$ cat src/design/file_signature_sniffer_macros.svh
// assertion helpers shared by the sniffer modules
`ifndef FILE_SIGNATURE_SNIFFER_MACROS_SVH
`define FILE_SIGNATURE_SNIFFER_MACROS_SVH

// antecedent implies consequent in the same cycle
`define FSS_ASSERT_IMPL(label, clk, rst, ante, cons) \
  label: assert property (@(posedge clk) disable iff (rst) (ante) |-> (cons)) \
    else $error("fss: same-cycle check failed");

// antecedent implies consequent in the next cycle
`define FSS_ASSERT_NEXT(label, clk, rst, ante, cons) \
  label: assert property (@(posedge clk) disable iff (rst) (ante) |=> (cons)) \
    else $error("fss: next-cycle check failed");

`endif

$ cat src/design/fss_pkg.sv
`timescale 1ns / 1ps

package fss_pkg;

  localparam int HEAD_BYTES_DEF   = 64;
  localparam int COUNT_BITS_DEF   = 32;
  localparam int WINDOW_BYTES_DEF = 12;

  localparam logic [31:0] DISC_TAG_POS = 32'h0000_8001;
  localparam int          DISC_TAG_LEN = 5;
  localparam logic [31:0] IMG_TRAILER  = 32'h0303_1998;

  localparam int          BLOB_LEN   = 11;
  localparam int          FWFILE_LEN = 12;
  localparam int          FWF_LEN    = 4;
  localparam logic [87:0] STR_BLOB   = "InPlaceBlob";
  localparam logic [95:0] STR_FWFILE = "FirmwareFile";
  localparam logic [31:0] STR_FWF    = "FWF_";

  // multi-byte magics, first file byte in the low bits
  localparam logic [63:0] SZDD_MAGIC = 64'h3327_F088_4444_5A53;
  localparam logic [63:0] WIM_MAGIC  = 64'h0000_004D_4957_534D;
  localparam logic [31:0] MAG_XBEH   = 32'h4845_4258;
  localparam logic [31:0] MAG_XEX1   = 32'h3158_4558;
  localparam logic [31:0] MAG_XEX2   = 32'h3258_4558;
  localparam logic [31:0] MAG_XUIZ   = 32'h5A49_5558;
  localparam logic [31:0] MAG_LIVE   = 32'h4556_494C;
  localparam logic [31:0] MAG_PIRS   = 32'h5352_4950;
  localparam logic [31:0] MAG_CON    = 32'h204E_4F43;
  localparam logic [15:0] MAG_MZ     = 16'h5A4D;
  localparam logic [15:0] MAG_FWF    = 16'hA103;
  localparam logic [15:0] MAG_PACK   = 16'h96A5;
  localparam logic [15:0] SIG_NE     = 16'h454E;
  localparam logic [15:0] SIG_LE     = 16'h454C;
  localparam logic [15:0] SIG_LX     = 16'h584C;
  localparam logic [31:0] SIG_PE     = 32'h0000_4550;

  typedef enum logic [4:0] {
    FMT_UNKNOWN   = 5'd0,
    FMT_MZ        = 5'd1,
    FMT_PE        = 5'd2,
    FMT_NE        = 5'd3,
    FMT_LE        = 5'd4,
    FMT_LX        = 5'd5,
    FMT_XEX       = 5'd6,
    FMT_XBE       = 5'd7,
    FMT_XUIZ      = 5'd8,
    FMT_LIVE_PIRS = 5'd9,
    FMT_CON       = 5'd10,
    FMT_OS2PACK   = 5'd11,
    FMT_SZDD      = 5'd12,
    FMT_IMG       = 5'd13,
    FMT_FWF       = 5'd14,
    FMT_ISO       = 5'd15,
    FMT_WIM       = 5'd16
  } fmt_t;

  typedef enum logic [1:0] {
    ST_RECOGNIZED = 2'd0,
    ST_SHORT      = 2'd1,
    ST_NONE       = 2'd2
  } status_t;

  typedef struct packed {
    logic [7:0] data;
    logic       last;
  } item_t;

  // everything the decision needs about one file, with its last byte included
  typedef struct packed {
    logic [7:0][7:0] head_lo;
    logic [31:0]     off_field;
    logic [31:0]     trailer;
    logic            string_seen;
    logic            iso;
    logic            n_lt2;
    logic            n_ge4;
    logic            n_ge8;
    logic            n_ge64;
    logic            sig_ne;
    logic            sig_le;
    logic            sig_lx;
    logic            sig_pe;
  } view_t;

  typedef struct packed {
    fmt_t        fmt;
    logic [31:0] offset;
    logic        xex_var;
    status_t     status;
  } verdict_t;

  function automatic logic [7:0] disc_tag_byte(input logic [2:0] idx);
    logic [7:0] chr;
    case (idx)
      3'd0:    chr = 8'h43;
      3'd1:    chr = 8'h44;
      3'd2:    chr = 8'h30;
      3'd3:    chr = 8'h30;
      3'd4:    chr = 8'h31;
      default: chr = 8'h00;
    endcase
    return chr;
  endfunction

endpackage

$ cat src/design/fss_in_reg.sv
`timescale 1ns / 1ps

module fss_in_reg (
  input  logic          clk,
  input  logic          rst,
  input  logic          byte_valid,
  output logic          byte_ready,
  input  fss_pkg::item_t item_in,
  input  logic          advance,
  output logic          stg_valid,
  output fss_pkg::item_t stg_item
);
  import fss_pkg::*;

  assign byte_ready = !stg_valid || advance;

  always_ff @(posedge clk) begin
    if (rst) begin
      stg_valid <= 1'b0;
    end else if (byte_valid && byte_ready) begin
      stg_valid <= 1'b1;
    end else if (advance) begin
      stg_valid <= 1'b0;
    end
  end

  always_ff @(posedge clk) begin
    if (byte_valid && byte_ready) begin
      stg_item <= item_in;
    end
  end

endmodule

$ cat src/design/fss_track.sv
`timescale 1ns / 1ps
`include "file_signature_sniffer_macros.svh"

module fss_track #(
  parameter int HEAD_BYTES   = fss_pkg::HEAD_BYTES_DEF,
  parameter int COUNT_BITS   = fss_pkg::COUNT_BITS_DEF,
  parameter int WINDOW_BYTES = fss_pkg::WINDOW_BYTES_DEF
) (
  input  logic           clk,
  input  logic           rst,
  input  logic           go,
  input  fss_pkg::item_t item,
  output fss_pkg::view_t view
);
  import fss_pkg::*;

  localparam int HIDX    = $clog2(HEAD_BYTES);
  localparam int OFF_POS = HEAD_BYTES - 4;
  localparam logic [COUNT_BITS-1:0] COUNT_MAX = '1;

  logic [COUNT_BITS-1:0] count, count_next;
  logic [7:0]            head_lo [8];
  logic [7:0]            head_lo_next [8];
  logic [3:0][7:0]       off_bytes, off_bytes_next;
  logic [7:0]            tail [WINDOW_BYTES];
  logic [7:0]            tail_next [WINDOW_BYTES];
  logic                  string_seen, string_seen_next;
  logic                  disc_match, disc_match_next;
  logic [31:0]           far_sig, far_sig_next;
  logic [HEAD_BYTES-1:0] ne_flags, le_flags, lx_flags, pe_flags;
  logic [HEAD_BYTES-1:0] ne_next, le_next, lx_next, pe_next;

  logic [7:0]            b;
  logic                  counting;
  logic [32:0]           far_diff;
  logic                  far_hit, in_tag;
  logic [2:0]            tag_idx;
  logic                  pair_set, quad_set;
  logic [HIDX-1:0]       pair_idx, quad_idx, off_idx;
  logic                  blob_hit, fwfile_hit, fwf_hit;
  logic                  near, len2_ok, len4_ok;
  logic [32:0]           n_ext;

  always_comb begin
    b        = item.data;
    counting = count != COUNT_MAX;
    count_next = counting ? count + 1'b1 : count;

    for (int i = 0; i < 8; i++) begin
      head_lo_next[i] = (counting && count == COUNT_BITS'(i)) ? b : head_lo[i];
    end
    for (int k = 0; k < 4; k++) begin
      off_bytes_next[k] = (counting && count == COUNT_BITS'(OFF_POS + k)) ? b : off_bytes[k];
    end

    // capture of the four bytes at the header offset, past the head
    far_diff = 33'(count) - {1'b0, off_bytes};
    far_hit  = counting && count >= COUNT_BITS'(HEAD_BYTES) && !far_diff[32] &&
               far_diff[31:2] == '0;
    for (int k = 0; k < 4; k++) begin
      far_sig_next[8*k +: 8] = (far_hit && far_diff[1:0] == 2'(k)) ? b : far_sig[8*k +: 8];
    end

    in_tag  = counting && count >= COUNT_BITS'(DISC_TAG_POS) &&
              count < COUNT_BITS'(DISC_TAG_POS + DISC_TAG_LEN);
    tag_idx = 3'(count - COUNT_BITS'(DISC_TAG_POS));
    disc_match_next = disc_match && !(in_tag && b != disc_tag_byte(tag_idx));

    for (int i = 0; i < WINDOW_BYTES - 1; i++) begin
      tail_next[i] = tail[i + 1];
    end
    tail_next[WINDOW_BYTES-1] = b;

    blob_hit = 1'b1;
    for (int i = 0; i < BLOB_LEN; i++) begin
      if (tail_next[WINDOW_BYTES-BLOB_LEN+i] != STR_BLOB[8*(BLOB_LEN-1-i) +: 8]) begin
        blob_hit = 1'b0;
      end
    end
    fwfile_hit = 1'b1;
    for (int i = 0; i < FWFILE_LEN; i++) begin
      if (tail_next[WINDOW_BYTES-FWFILE_LEN+i] != STR_FWFILE[8*(FWFILE_LEN-1-i) +: 8]) begin
        fwfile_hit = 1'b0;
      end
    end
    fwf_hit = 1'b1;
    for (int i = 0; i < FWF_LEN; i++) begin
      if (tail_next[WINDOW_BYTES-FWF_LEN+i] != STR_FWF[8*(FWF_LEN-1-i) +: 8]) fwf_hit = 1'b0;
    end
    string_seen_next = string_seen || blob_hit || fwfile_hit || fwf_hit;

    // signature flags per start position inside the head, built as bytes pass
    pair_set = counting && count != '0 && count <= COUNT_BITS'(HEAD_BYTES);
    pair_idx = HIDX'(count - COUNT_BITS'(1));
    quad_set = counting && count >= COUNT_BITS'(3) && count <= COUNT_BITS'(HEAD_BYTES + 2);
    quad_idx = HIDX'(count - COUNT_BITS'(3));
    ne_next = ne_flags;
    le_next = le_flags;
    lx_next = lx_flags;
    pe_next = pe_flags;
    if (pair_set) begin
      ne_next[pair_idx] = {b, tail[WINDOW_BYTES-1]} == SIG_NE;
      le_next[pair_idx] = {b, tail[WINDOW_BYTES-1]} == SIG_LE;
      lx_next[pair_idx] = {b, tail[WINDOW_BYTES-1]} == SIG_LX;
    end
    if (quad_set) begin
      pe_next[quad_idx] = {b, tail[WINDOW_BYTES-1], tail[WINDOW_BYTES-2],
                           tail[WINDOW_BYTES-3]} == SIG_PE;
    end

    n_ext   = 33'(count_next);
    near    = off_bytes_next[3:0] < 32'(HEAD_BYTES);
    off_idx = off_bytes_next[0][HIDX-1:0];
    len2_ok = ({1'b0, off_bytes_next} + 33'd2) <= n_ext;
    len4_ok = ({1'b0, off_bytes_next} + 33'd4) <= n_ext;

    for (int i = 0; i < 8; i++) begin
      view.head_lo[i] = head_lo_next[i];
    end
    view.off_field   = off_bytes_next;
    view.trailer     = {tail_next[WINDOW_BYTES-1], tail_next[WINDOW_BYTES-2],
                        tail_next[WINDOW_BYTES-3], tail_next[WINDOW_BYTES-4]};
    view.string_seen = string_seen_next;
    view.iso         = disc_match_next &&
                       count_next >= COUNT_BITS'(DISC_TAG_POS + DISC_TAG_LEN);
    view.n_lt2       = count_next < COUNT_BITS'(2);
    view.n_ge4       = count_next >= COUNT_BITS'(4);
    view.n_ge8       = count_next >= COUNT_BITS'(8);
    view.n_ge64      = count_next >= COUNT_BITS'(HEAD_BYTES);
    view.sig_ne      = near ? ne_next[off_idx] : (len2_ok && far_sig_next[15:0] == SIG_NE);
    view.sig_le      = near ? le_next[off_idx] : (len2_ok && far_sig_next[15:0] == SIG_LE);
    view.sig_lx      = near ? lx_next[off_idx] : (len2_ok && far_sig_next[15:0] == SIG_LX);
    view.sig_pe      = near ? pe_next[off_idx] : (len4_ok && far_sig_next == SIG_PE);
  end

  // per-file state, back to its start values after every last byte
  always_ff @(posedge clk) begin
    if (rst || (go && item.last)) begin
      count       <= '0;
      string_seen <= 1'b0;
      disc_match  <= 1'b1;
      far_sig     <= '0;
      ne_flags    <= '0;
      le_flags    <= '0;
      lx_flags    <= '0;
      pe_flags    <= '0;
      for (int i = 0; i < WINDOW_BYTES; i++) begin
        tail[i] <= '0;
      end
    end else if (go) begin
      count       <= count_next;
      string_seen <= string_seen_next;
      disc_match  <= disc_match_next;
      far_sig     <= far_sig_next;
      ne_flags    <= ne_next;
      le_flags    <= le_next;
      lx_flags    <= lx_next;
      pe_flags    <= pe_next;
      for (int i = 0; i < WINDOW_BYTES; i++) begin
        tail[i] <= tail_next[i];
      end
    end
  end

  // head bytes are only read once written
  always_ff @(posedge clk) begin
    if (go) begin
      for (int i = 0; i < 8; i++) begin
        head_lo[i] <= head_lo_next[i];
      end
      off_bytes <= off_bytes_next;
    end
  end

  `FSS_ASSERT_NEXT(a_clear_after_last, clk, rst, go && item.last, count == '0 && disc_match)
  `FSS_ASSERT_NEXT(a_count_step, clk, rst, go && !item.last && count != COUNT_MAX,
                   count == $past(count) + 1'b1)

endmodule

$ cat src/design/fss_verdict.sv
`timescale 1ns / 1ps

module fss_verdict (
  input  fss_pkg::view_t    view,
  output fss_pkg::verdict_t verdict
);
  import fss_pkg::*;

  logic [15:0] pack_tail;

  always_comb begin
    pack_tail       = view.head_lo[3:2];
    verdict.fmt     = FMT_UNKNOWN;
    verdict.offset  = '0;
    verdict.xex_var = 1'b0;
    verdict.status  = ST_RECOGNIZED;

    if (view.iso) begin
      verdict.fmt = FMT_ISO;
    end else if (view.n_lt2) begin
      verdict.status = ST_SHORT;
    end else if (view.n_ge64 && view.trailer == IMG_TRAILER) begin
      verdict.fmt = FMT_IMG;
    end else if (view.head_lo[1:0] == MAG_FWF || view.string_seen) begin
      verdict.fmt = FMT_FWF;
    end else if (view.n_ge8 && view.head_lo == SZDD_MAGIC) begin
      verdict.fmt = FMT_SZDD;
    end else if (view.n_ge8 && view.head_lo == WIM_MAGIC) begin
      verdict.fmt = FMT_WIM;
    end else begin
      if (view.n_ge4) begin
        if (view.head_lo[1:0] == MAG_PACK &&
            pack_tail inside {16'h000A, 16'h0A0A, 16'h1400, 16'h0A14, 16'hFFFF, 16'hFFFE}) begin
          verdict.fmt = FMT_OS2PACK;
        end else if (view.head_lo[3:0] == MAG_XBEH) begin
          verdict.fmt = FMT_XBE;
        end else if (view.head_lo[3:0] == MAG_XEX1) begin
          verdict.fmt = FMT_XEX;
        end else if (view.head_lo[3:0] == MAG_XEX2) begin
          verdict.fmt     = FMT_XEX;
          verdict.xex_var = 1'b1;
        end else if (view.head_lo[3:0] == MAG_XUIZ) begin
          verdict.fmt = FMT_XUIZ;
        end else if (view.head_lo[3:0] == MAG_LIVE || view.head_lo[3:0] == MAG_PIRS) begin
          verdict.fmt = FMT_LIVE_PIRS;
        end else if (view.head_lo[3:0] == MAG_CON) begin
          verdict.fmt = FMT_CON;
        end
      end
      if (verdict.fmt == FMT_UNKNOWN) begin
        if (view.head_lo[1:0] != MAG_MZ) begin
          verdict.status = ST_NONE;
        end else begin
          verdict.fmt = FMT_MZ;
          if (view.n_ge64) begin
            verdict.offset = view.off_field;
            if (view.sig_ne) verdict.fmt = FMT_NE;
            else if (view.sig_le) verdict.fmt = FMT_LE;
            else if (view.sig_lx) verdict.fmt = FMT_LX;
            else if (view.sig_pe) verdict.fmt = FMT_PE;
          end
        end
      end
    end
  end

endmodule

$ cat src/design/fss_out_reg.sv
`timescale 1ns / 1ps
`include "file_signature_sniffer_macros.svh"

module fss_out_reg (
  input  logic              clk,
  input  logic              rst,
  input  logic              load,
  input  fss_pkg::verdict_t verdict,
  output logic              out_free,
  output logic              verdict_valid,
  input  logic              verdict_ready,
  output logic [4:0]        format_code,
  output logic [31:0]       header_offset,
  output logic              xex_variant,
  output logic [1:0]        verdict_status
);
  import fss_pkg::*;

  verdict_t result;

  assign out_free       = !verdict_valid || verdict_ready;
  assign format_code    = result.fmt;
  assign header_offset  = result.offset;
  assign xex_variant    = result.xex_var;
  assign verdict_status = result.status;

  always_ff @(posedge clk) begin
    if (rst) begin
      verdict_valid <= 1'b0;
    end else if (load) begin
      verdict_valid <= 1'b1;
    end else if (verdict_ready) begin
      verdict_valid <= 1'b0;
    end
  end

  always_ff @(posedge clk) begin
    if (load) begin
      result <= verdict;
    end
  end

  `FSS_ASSERT_NEXT(a_load_shows, clk, rst, load, verdict_valid)
  `FSS_ASSERT_IMPL(a_status_fmt, clk, rst, verdict_valid, (result.status == ST_RECOGNIZED) == (result.fmt != FMT_UNKNOWN))
  `FSS_ASSERT_IMPL(a_xex_only, clk, rst, verdict_valid && result.xex_var, result.fmt == FMT_XEX)
  `FSS_ASSERT_IMPL(a_offset_mz, clk, rst, verdict_valid && result.offset != '0, result.fmt == FMT_MZ || result.fmt == FMT_PE || result.fmt == FMT_NE || result.fmt == FMT_LE || result.fmt == FMT_LX)

endmodule

$ cat src/design/file_signature_sniffer.sv
`timescale 1ns / 1ps

// Streaming file-type detector. Feed a file's bytes in order, one transaction
// per byte, with last_byte set on the final one; one verdict transaction
// (format code, header offset, xex variant, status) follows each file, and all
// per-file state is back at its start values for the next file right away.
// Throughput is one byte per clock: each byte goes through an input register,
// then the compares and counter update, with the verdict decoded in that
// same cycle and held in an output register, loaded as its last byte leaves
// the input register. Input stalls only while a last byte waits in
// the input register behind a previous verdict that has not been taken yet.
module file_signature_sniffer #(
  parameter int HEAD_BYTES   = fss_pkg::HEAD_BYTES_DEF,
  parameter int COUNT_BITS   = fss_pkg::COUNT_BITS_DEF,
  parameter int WINDOW_BYTES = fss_pkg::WINDOW_BYTES_DEF
) (
  input  logic        clk,
  input  logic        rst,
  input  logic        byte_valid,
  output logic        byte_ready,
  input  logic [7:0]  data_byte,
  input  logic        last_byte,
  output logic        verdict_valid,
  input  logic        verdict_ready,
  output logic [4:0]  format_code,
  output logic [31:0] header_offset,
  output logic        xex_variant,
  output logic [1:0]  verdict_status
);
  import fss_pkg::*;

  item_t    item_in, stg_item;
  logic     stg_valid, advance, out_free;
  view_t    view;
  verdict_t verdict;

  assign item_in.data = data_byte;
  assign item_in.last = last_byte;

  // a byte moves on unless it would overwrite an untaken verdict
  assign advance = stg_valid && (!stg_item.last || out_free);

  fss_in_reg u_in_reg (
    .clk        (clk),
    .rst        (rst),
    .byte_valid (byte_valid),
    .byte_ready (byte_ready),
    .item_in    (item_in),
    .advance    (advance),
    .stg_valid  (stg_valid),
    .stg_item   (stg_item)
  );

  fss_track #(
    .HEAD_BYTES   (HEAD_BYTES),
    .COUNT_BITS   (COUNT_BITS),
    .WINDOW_BYTES (WINDOW_BYTES)
  ) u_track (
    .clk  (clk),
    .rst  (rst),
    .go   (advance),
    .item (stg_item),
    .view (view)
  );

  fss_verdict u_verdict (
    .view    (view),
    .verdict (verdict)
  );

  fss_out_reg u_out_reg (
    .clk            (clk),
    .rst            (rst),
    .load           (advance && stg_item.last),
    .verdict        (verdict),
    .out_free       (out_free),
    .verdict_valid  (verdict_valid),
    .verdict_ready  (verdict_ready),
    .format_code    (format_code),
    .header_offset  (header_offset),
    .xex_variant    (xex_variant),
    .verdict_status (verdict_status)
  );

endmodule

$ cat config.mk
export PLATFORM = sky130hd
export DESIGN_NAME = file_signature_sniffer
export DESIGN_NICKNAME = d
export VERILOG_FILES = /design/src/design/fss_pkg.sv /design/src/design/fss_in_reg.sv /design/src/design/fss_track.sv /design/src/design/fss_verdict.sv /design/src/design/fss_out_reg.sv /design/src/design/file_signature_sniffer.sv
export VERILOG_INCLUDE_DIRS = /design/src /design/src/design
export SDC_FILE = /design/constraint.sdc
export NUM_CORES = 2
export LEC_CHECK = 0
export BUFFER_PORTS_ARGS = -buffer_cell sky130_fd_sc_hd__buf_2
export CAP_MARGIN = 20
export CORE_ASPECT_RATIO = 1.75
export CORE_MARGIN = 3
export CORE_UTILIZATION = 25
export DETAILED_ROUTE_END_ITERATION = 16
export SLEW_MARGIN = 20
export SYNTH_ARGS = -nofsm -noshare
export SYNTH_HDL_FRONTEND = slang
export SYNTH_SLANG_ARGS = --single-unit
$ cat constraint.sdc
create_clock -name clk -period 8.55 [get_ports clk]
set_input_delay 1.71 -clock clk [delete_from_list [all_inputs] [get_ports clk]]
set_output_delay 1.71 -clock clk [all_outputs]
set_load 0.005 [all_outputs]
==> flow_summary.toml <==
[global_routing]
antenna_found_initial = 2
grt_pass1_wl_um = 235000
grt_max_degree = 79
grt-ovfl-total = 0
grt_pass1_vias = 34000
grt_util_all_layers_pct = 20.9

[final_layout]
layout-drive-gt1-share_pct = 10.3
area_growth_pct = 11.4
layout.nets = 4403
fill_cells = 15500
final_cells = 6199
fin_area_um2 = 40800
layout_common_cells = "nand2_1, o21ai_0, dfxtp_1"
final_common_cell = "nand2_1"

[hold_path]
hold_path.class = "reg -> reg"
holdPathStages = 2
hp-start = "u_track.pe_flags[10]"
min_to = "u_track.pe_flags[10]"

[logic_synthesis]
yosys_warnings = 0
synth_edf_count = 233
postSynthCellCount = 4364
synth_seq_cells = 557
synth_largest_area_cell = "edfxtp_1"
seq_area_frac_synth_pct = 36.8
async_reset_ff_share_pct = 0
yosys.cell_types.count = 117
syn_area_um2 = 36600
synth_top_area_share_pct = 19.1
synth_area_leaders = "edfxtp_1, dfxtp_1, nand2_1"
avgSynthCellArea_um2 = 8.39
synth_fp_nets = 4481
ys.flop_type = "dfxtp_1"

[placement]
gp_congestion = 1.01
hpwl_um = 118000
place_inst = 6102
portBuffers = 54
placed_area_um2 = 39000

[worst_setup_path]
r2r_end = "u_out_reg.format_code[2]"
slowest_stage = "nor2_1"
critPathLaunchType = "register"
cp.required_ps = 8950
slowest_delay_ps = 920
r2r-start = "u_track.count[1]"
cp_data_arrival_time_ps = 8120
r2r_cells = 25
crit_type = "reg -> reg"
critical_path_peak_fanout = 16
crit_path_end_kind = "register"
crit_top_cell = "a21o_1"
ff2ff_setup_slack_ps = 830

[timing]
fmax_mhz = 129
finalHoldViolCount = 0
worst_slew_pin_slew_ps = 1250
slew_headroom_pct = 15.7
clock-skew-final_ps = 56.6
final.setup.tns_ps = 0
fin_crit_ps = 7720
fin_crit_sh_pct = 90.3
drv_slew = 0
rsz0062_at_grt = "no"
finalSetupViolCount = 0

[die]
die_y_um = 512
die_x_um = 295
core_um2 = 145000
pin_count = 55
die_area_um2 = 151000
initial_core_util_pct = 25.2
num_rows = 185

[power]
leakage_nw = 14.8
power.density_nw_per_um2 = 140
combPwrFrac_pct = 6.0
power_frac_clock_pct = 44.2
p_sw_mw = 1.48
intPower_mw = 4.25
ir_worst_vdd_mv = 0.162
switching_share_pct = 25.8
sequentialPowerShare_pct = 49.8

[detailed_routing]
ant_nets = 0
routedWlPerCell_um = 26.5
drc = 0
vias_per_cell = 5.77
drt_first_pass_iters = 6
vias = 35700
wl_um = 164000
first_iter_violations = 3451

[cts]
clk_pin_slew_ps = 80
clock_latency_ps = 670
cts-root-buf = "clkbuf_16"
cts_tree = "built"
htree_levels = 2
cts_sinks = 557
ctsLongestPathBuffers = 3
cts_inserted_buffers = 51
postCtsHoldBufs = 0
cts-resized-gates = 0
post_cts_buffers = 0

[run_status]
status = "completed"

[run]
max_cap_violations = 0
-- stage by stage --
step | hold WS (ps) | setup slack (ps) | utilization, % | power [mW]
floorplan | 415 | 319 | - | 3.10
global route | 474 | 487 | 28.0 | 5.86
detailed placement | 435 | 974 | 26.8 | 3.24
global placement | 427 | 970 | 26.8 | 3.24
CTS | 445 | 999 | 28.0 | 5.74
finish | 444 | 825 | 28.0 | 5.72
-- worst max-delay path by stage --
| stage | from | endpoint | slack (ps) |
|---|---|---|---|
| floorplan | verdict_ready | u_track.pe_flags[10] | 320 |
| global placement | u_track.count[1] | u_out_reg.format_code[0] | 970 |
| detailed placement | u_track.count[1] | u_out_reg.format_code[0] | 970 |
| CTS | u_track.count[1] | u_out_reg.format_code[0] | 1000 |
| global route | u_track.count[1] | u_out_reg.format_code[2] | 490 |
| finish | u_track.count[1] | u_out_reg.format_code[2] | 830 |
-- power groups by stage --
stage | logic [mW] | registers (mW) | clock network [mW]
final | 0.343 | 2.85 | 2.53
after global routing | 0.361 | 2.86 | 2.64
after CTS | 0.333 | 2.85 | 2.56
after detailed placement | 0.332 | 2.91 | 0
after global placement | 0.329 | 2.91 | 0
after floorplan | 0.198 | 2.90 | 0
-- cell families after synthesis --
family,after synthesis,share of synthesized area (%)
mux,238,6.76
flops,557,36.8
compound gates,1164,20.6
buf+inv,454,5.11
simple gates,1730,24.3
fa+ha+maj,105,3.60
xor+xnor,116,2.78
-- critical path, delay by kind of cell (launching register included) --
kind                       cells  cell delay, ps
xor gates and xnor gates       1             190
buffers and inverters          2             400
and+or+nand+nor               11            4220
DFF                            1             300
AOI/OAI and AO/OA              9            1820
adders and majority gates      2             530
-- registers in the layout, indices dropped and copies added (netlist names) --
signal                    count
u_track.lx_flags             64
u_in_reg.stg_item             9
u_out_reg.header_offset      32
u_track.head_lo              64
u_out_reg.verdict_status      2
u_track.string_seen           1
u_track.disc_match            1
u_track.off_bytes            32
u_out_reg.format_code         5
u_track.le_flags             64
u_track.far_sig              32
u_out_reg.xex_variant         1
u_in_reg.stg_valid            1
u_track.ne_flags             64
u_out_reg.verdict_valid       1
u_track.tail                 88
u_track.pe_flags             64
u_track.count                32
-- final cells by class --
cell class              count  area (um2)  share of cell area (%)
diodes                      4        10.0                  0.0246
clock buffers              71        1460                    3.57
clock inverters            21         288                   0.706
inverters                 146         553                    1.36
multi-input cells        3353       21400                    52.5
flip-flops and latches    557       13500                    33.1
well taps                1870        2340                    5.74
repair buffers            177        1210                    2.98
-- metal layers --
metal,track usage (%),share of wire [%],vias to the layer above
li1,-,-,16100
met1,21.0,34,17300
met2,37.0,50,1788
met3,3.33,6.1,589
met4,18.4,11,0
met5,0,0,-
-- Yosys cell counts, drive strengths merged (41+ instances only) --
master / count
a211oi: 85
a21o: 43
a21oi: 179
a31oi: 41
and3: 108
buf: 88
clkbuf: 220
dfxtp: 324
edfxtp: 233
ha: 103
inv: 143
mux2: 68
mux2i: 170
nand2: 626
nand3: 132
nand4: 113
nor2: 271
nor3: 125
nor4: 115
o211ai: 69
o21ai: 445
o31ai: 55
xnor2: 96
Power figures use the tool's default switching activity.
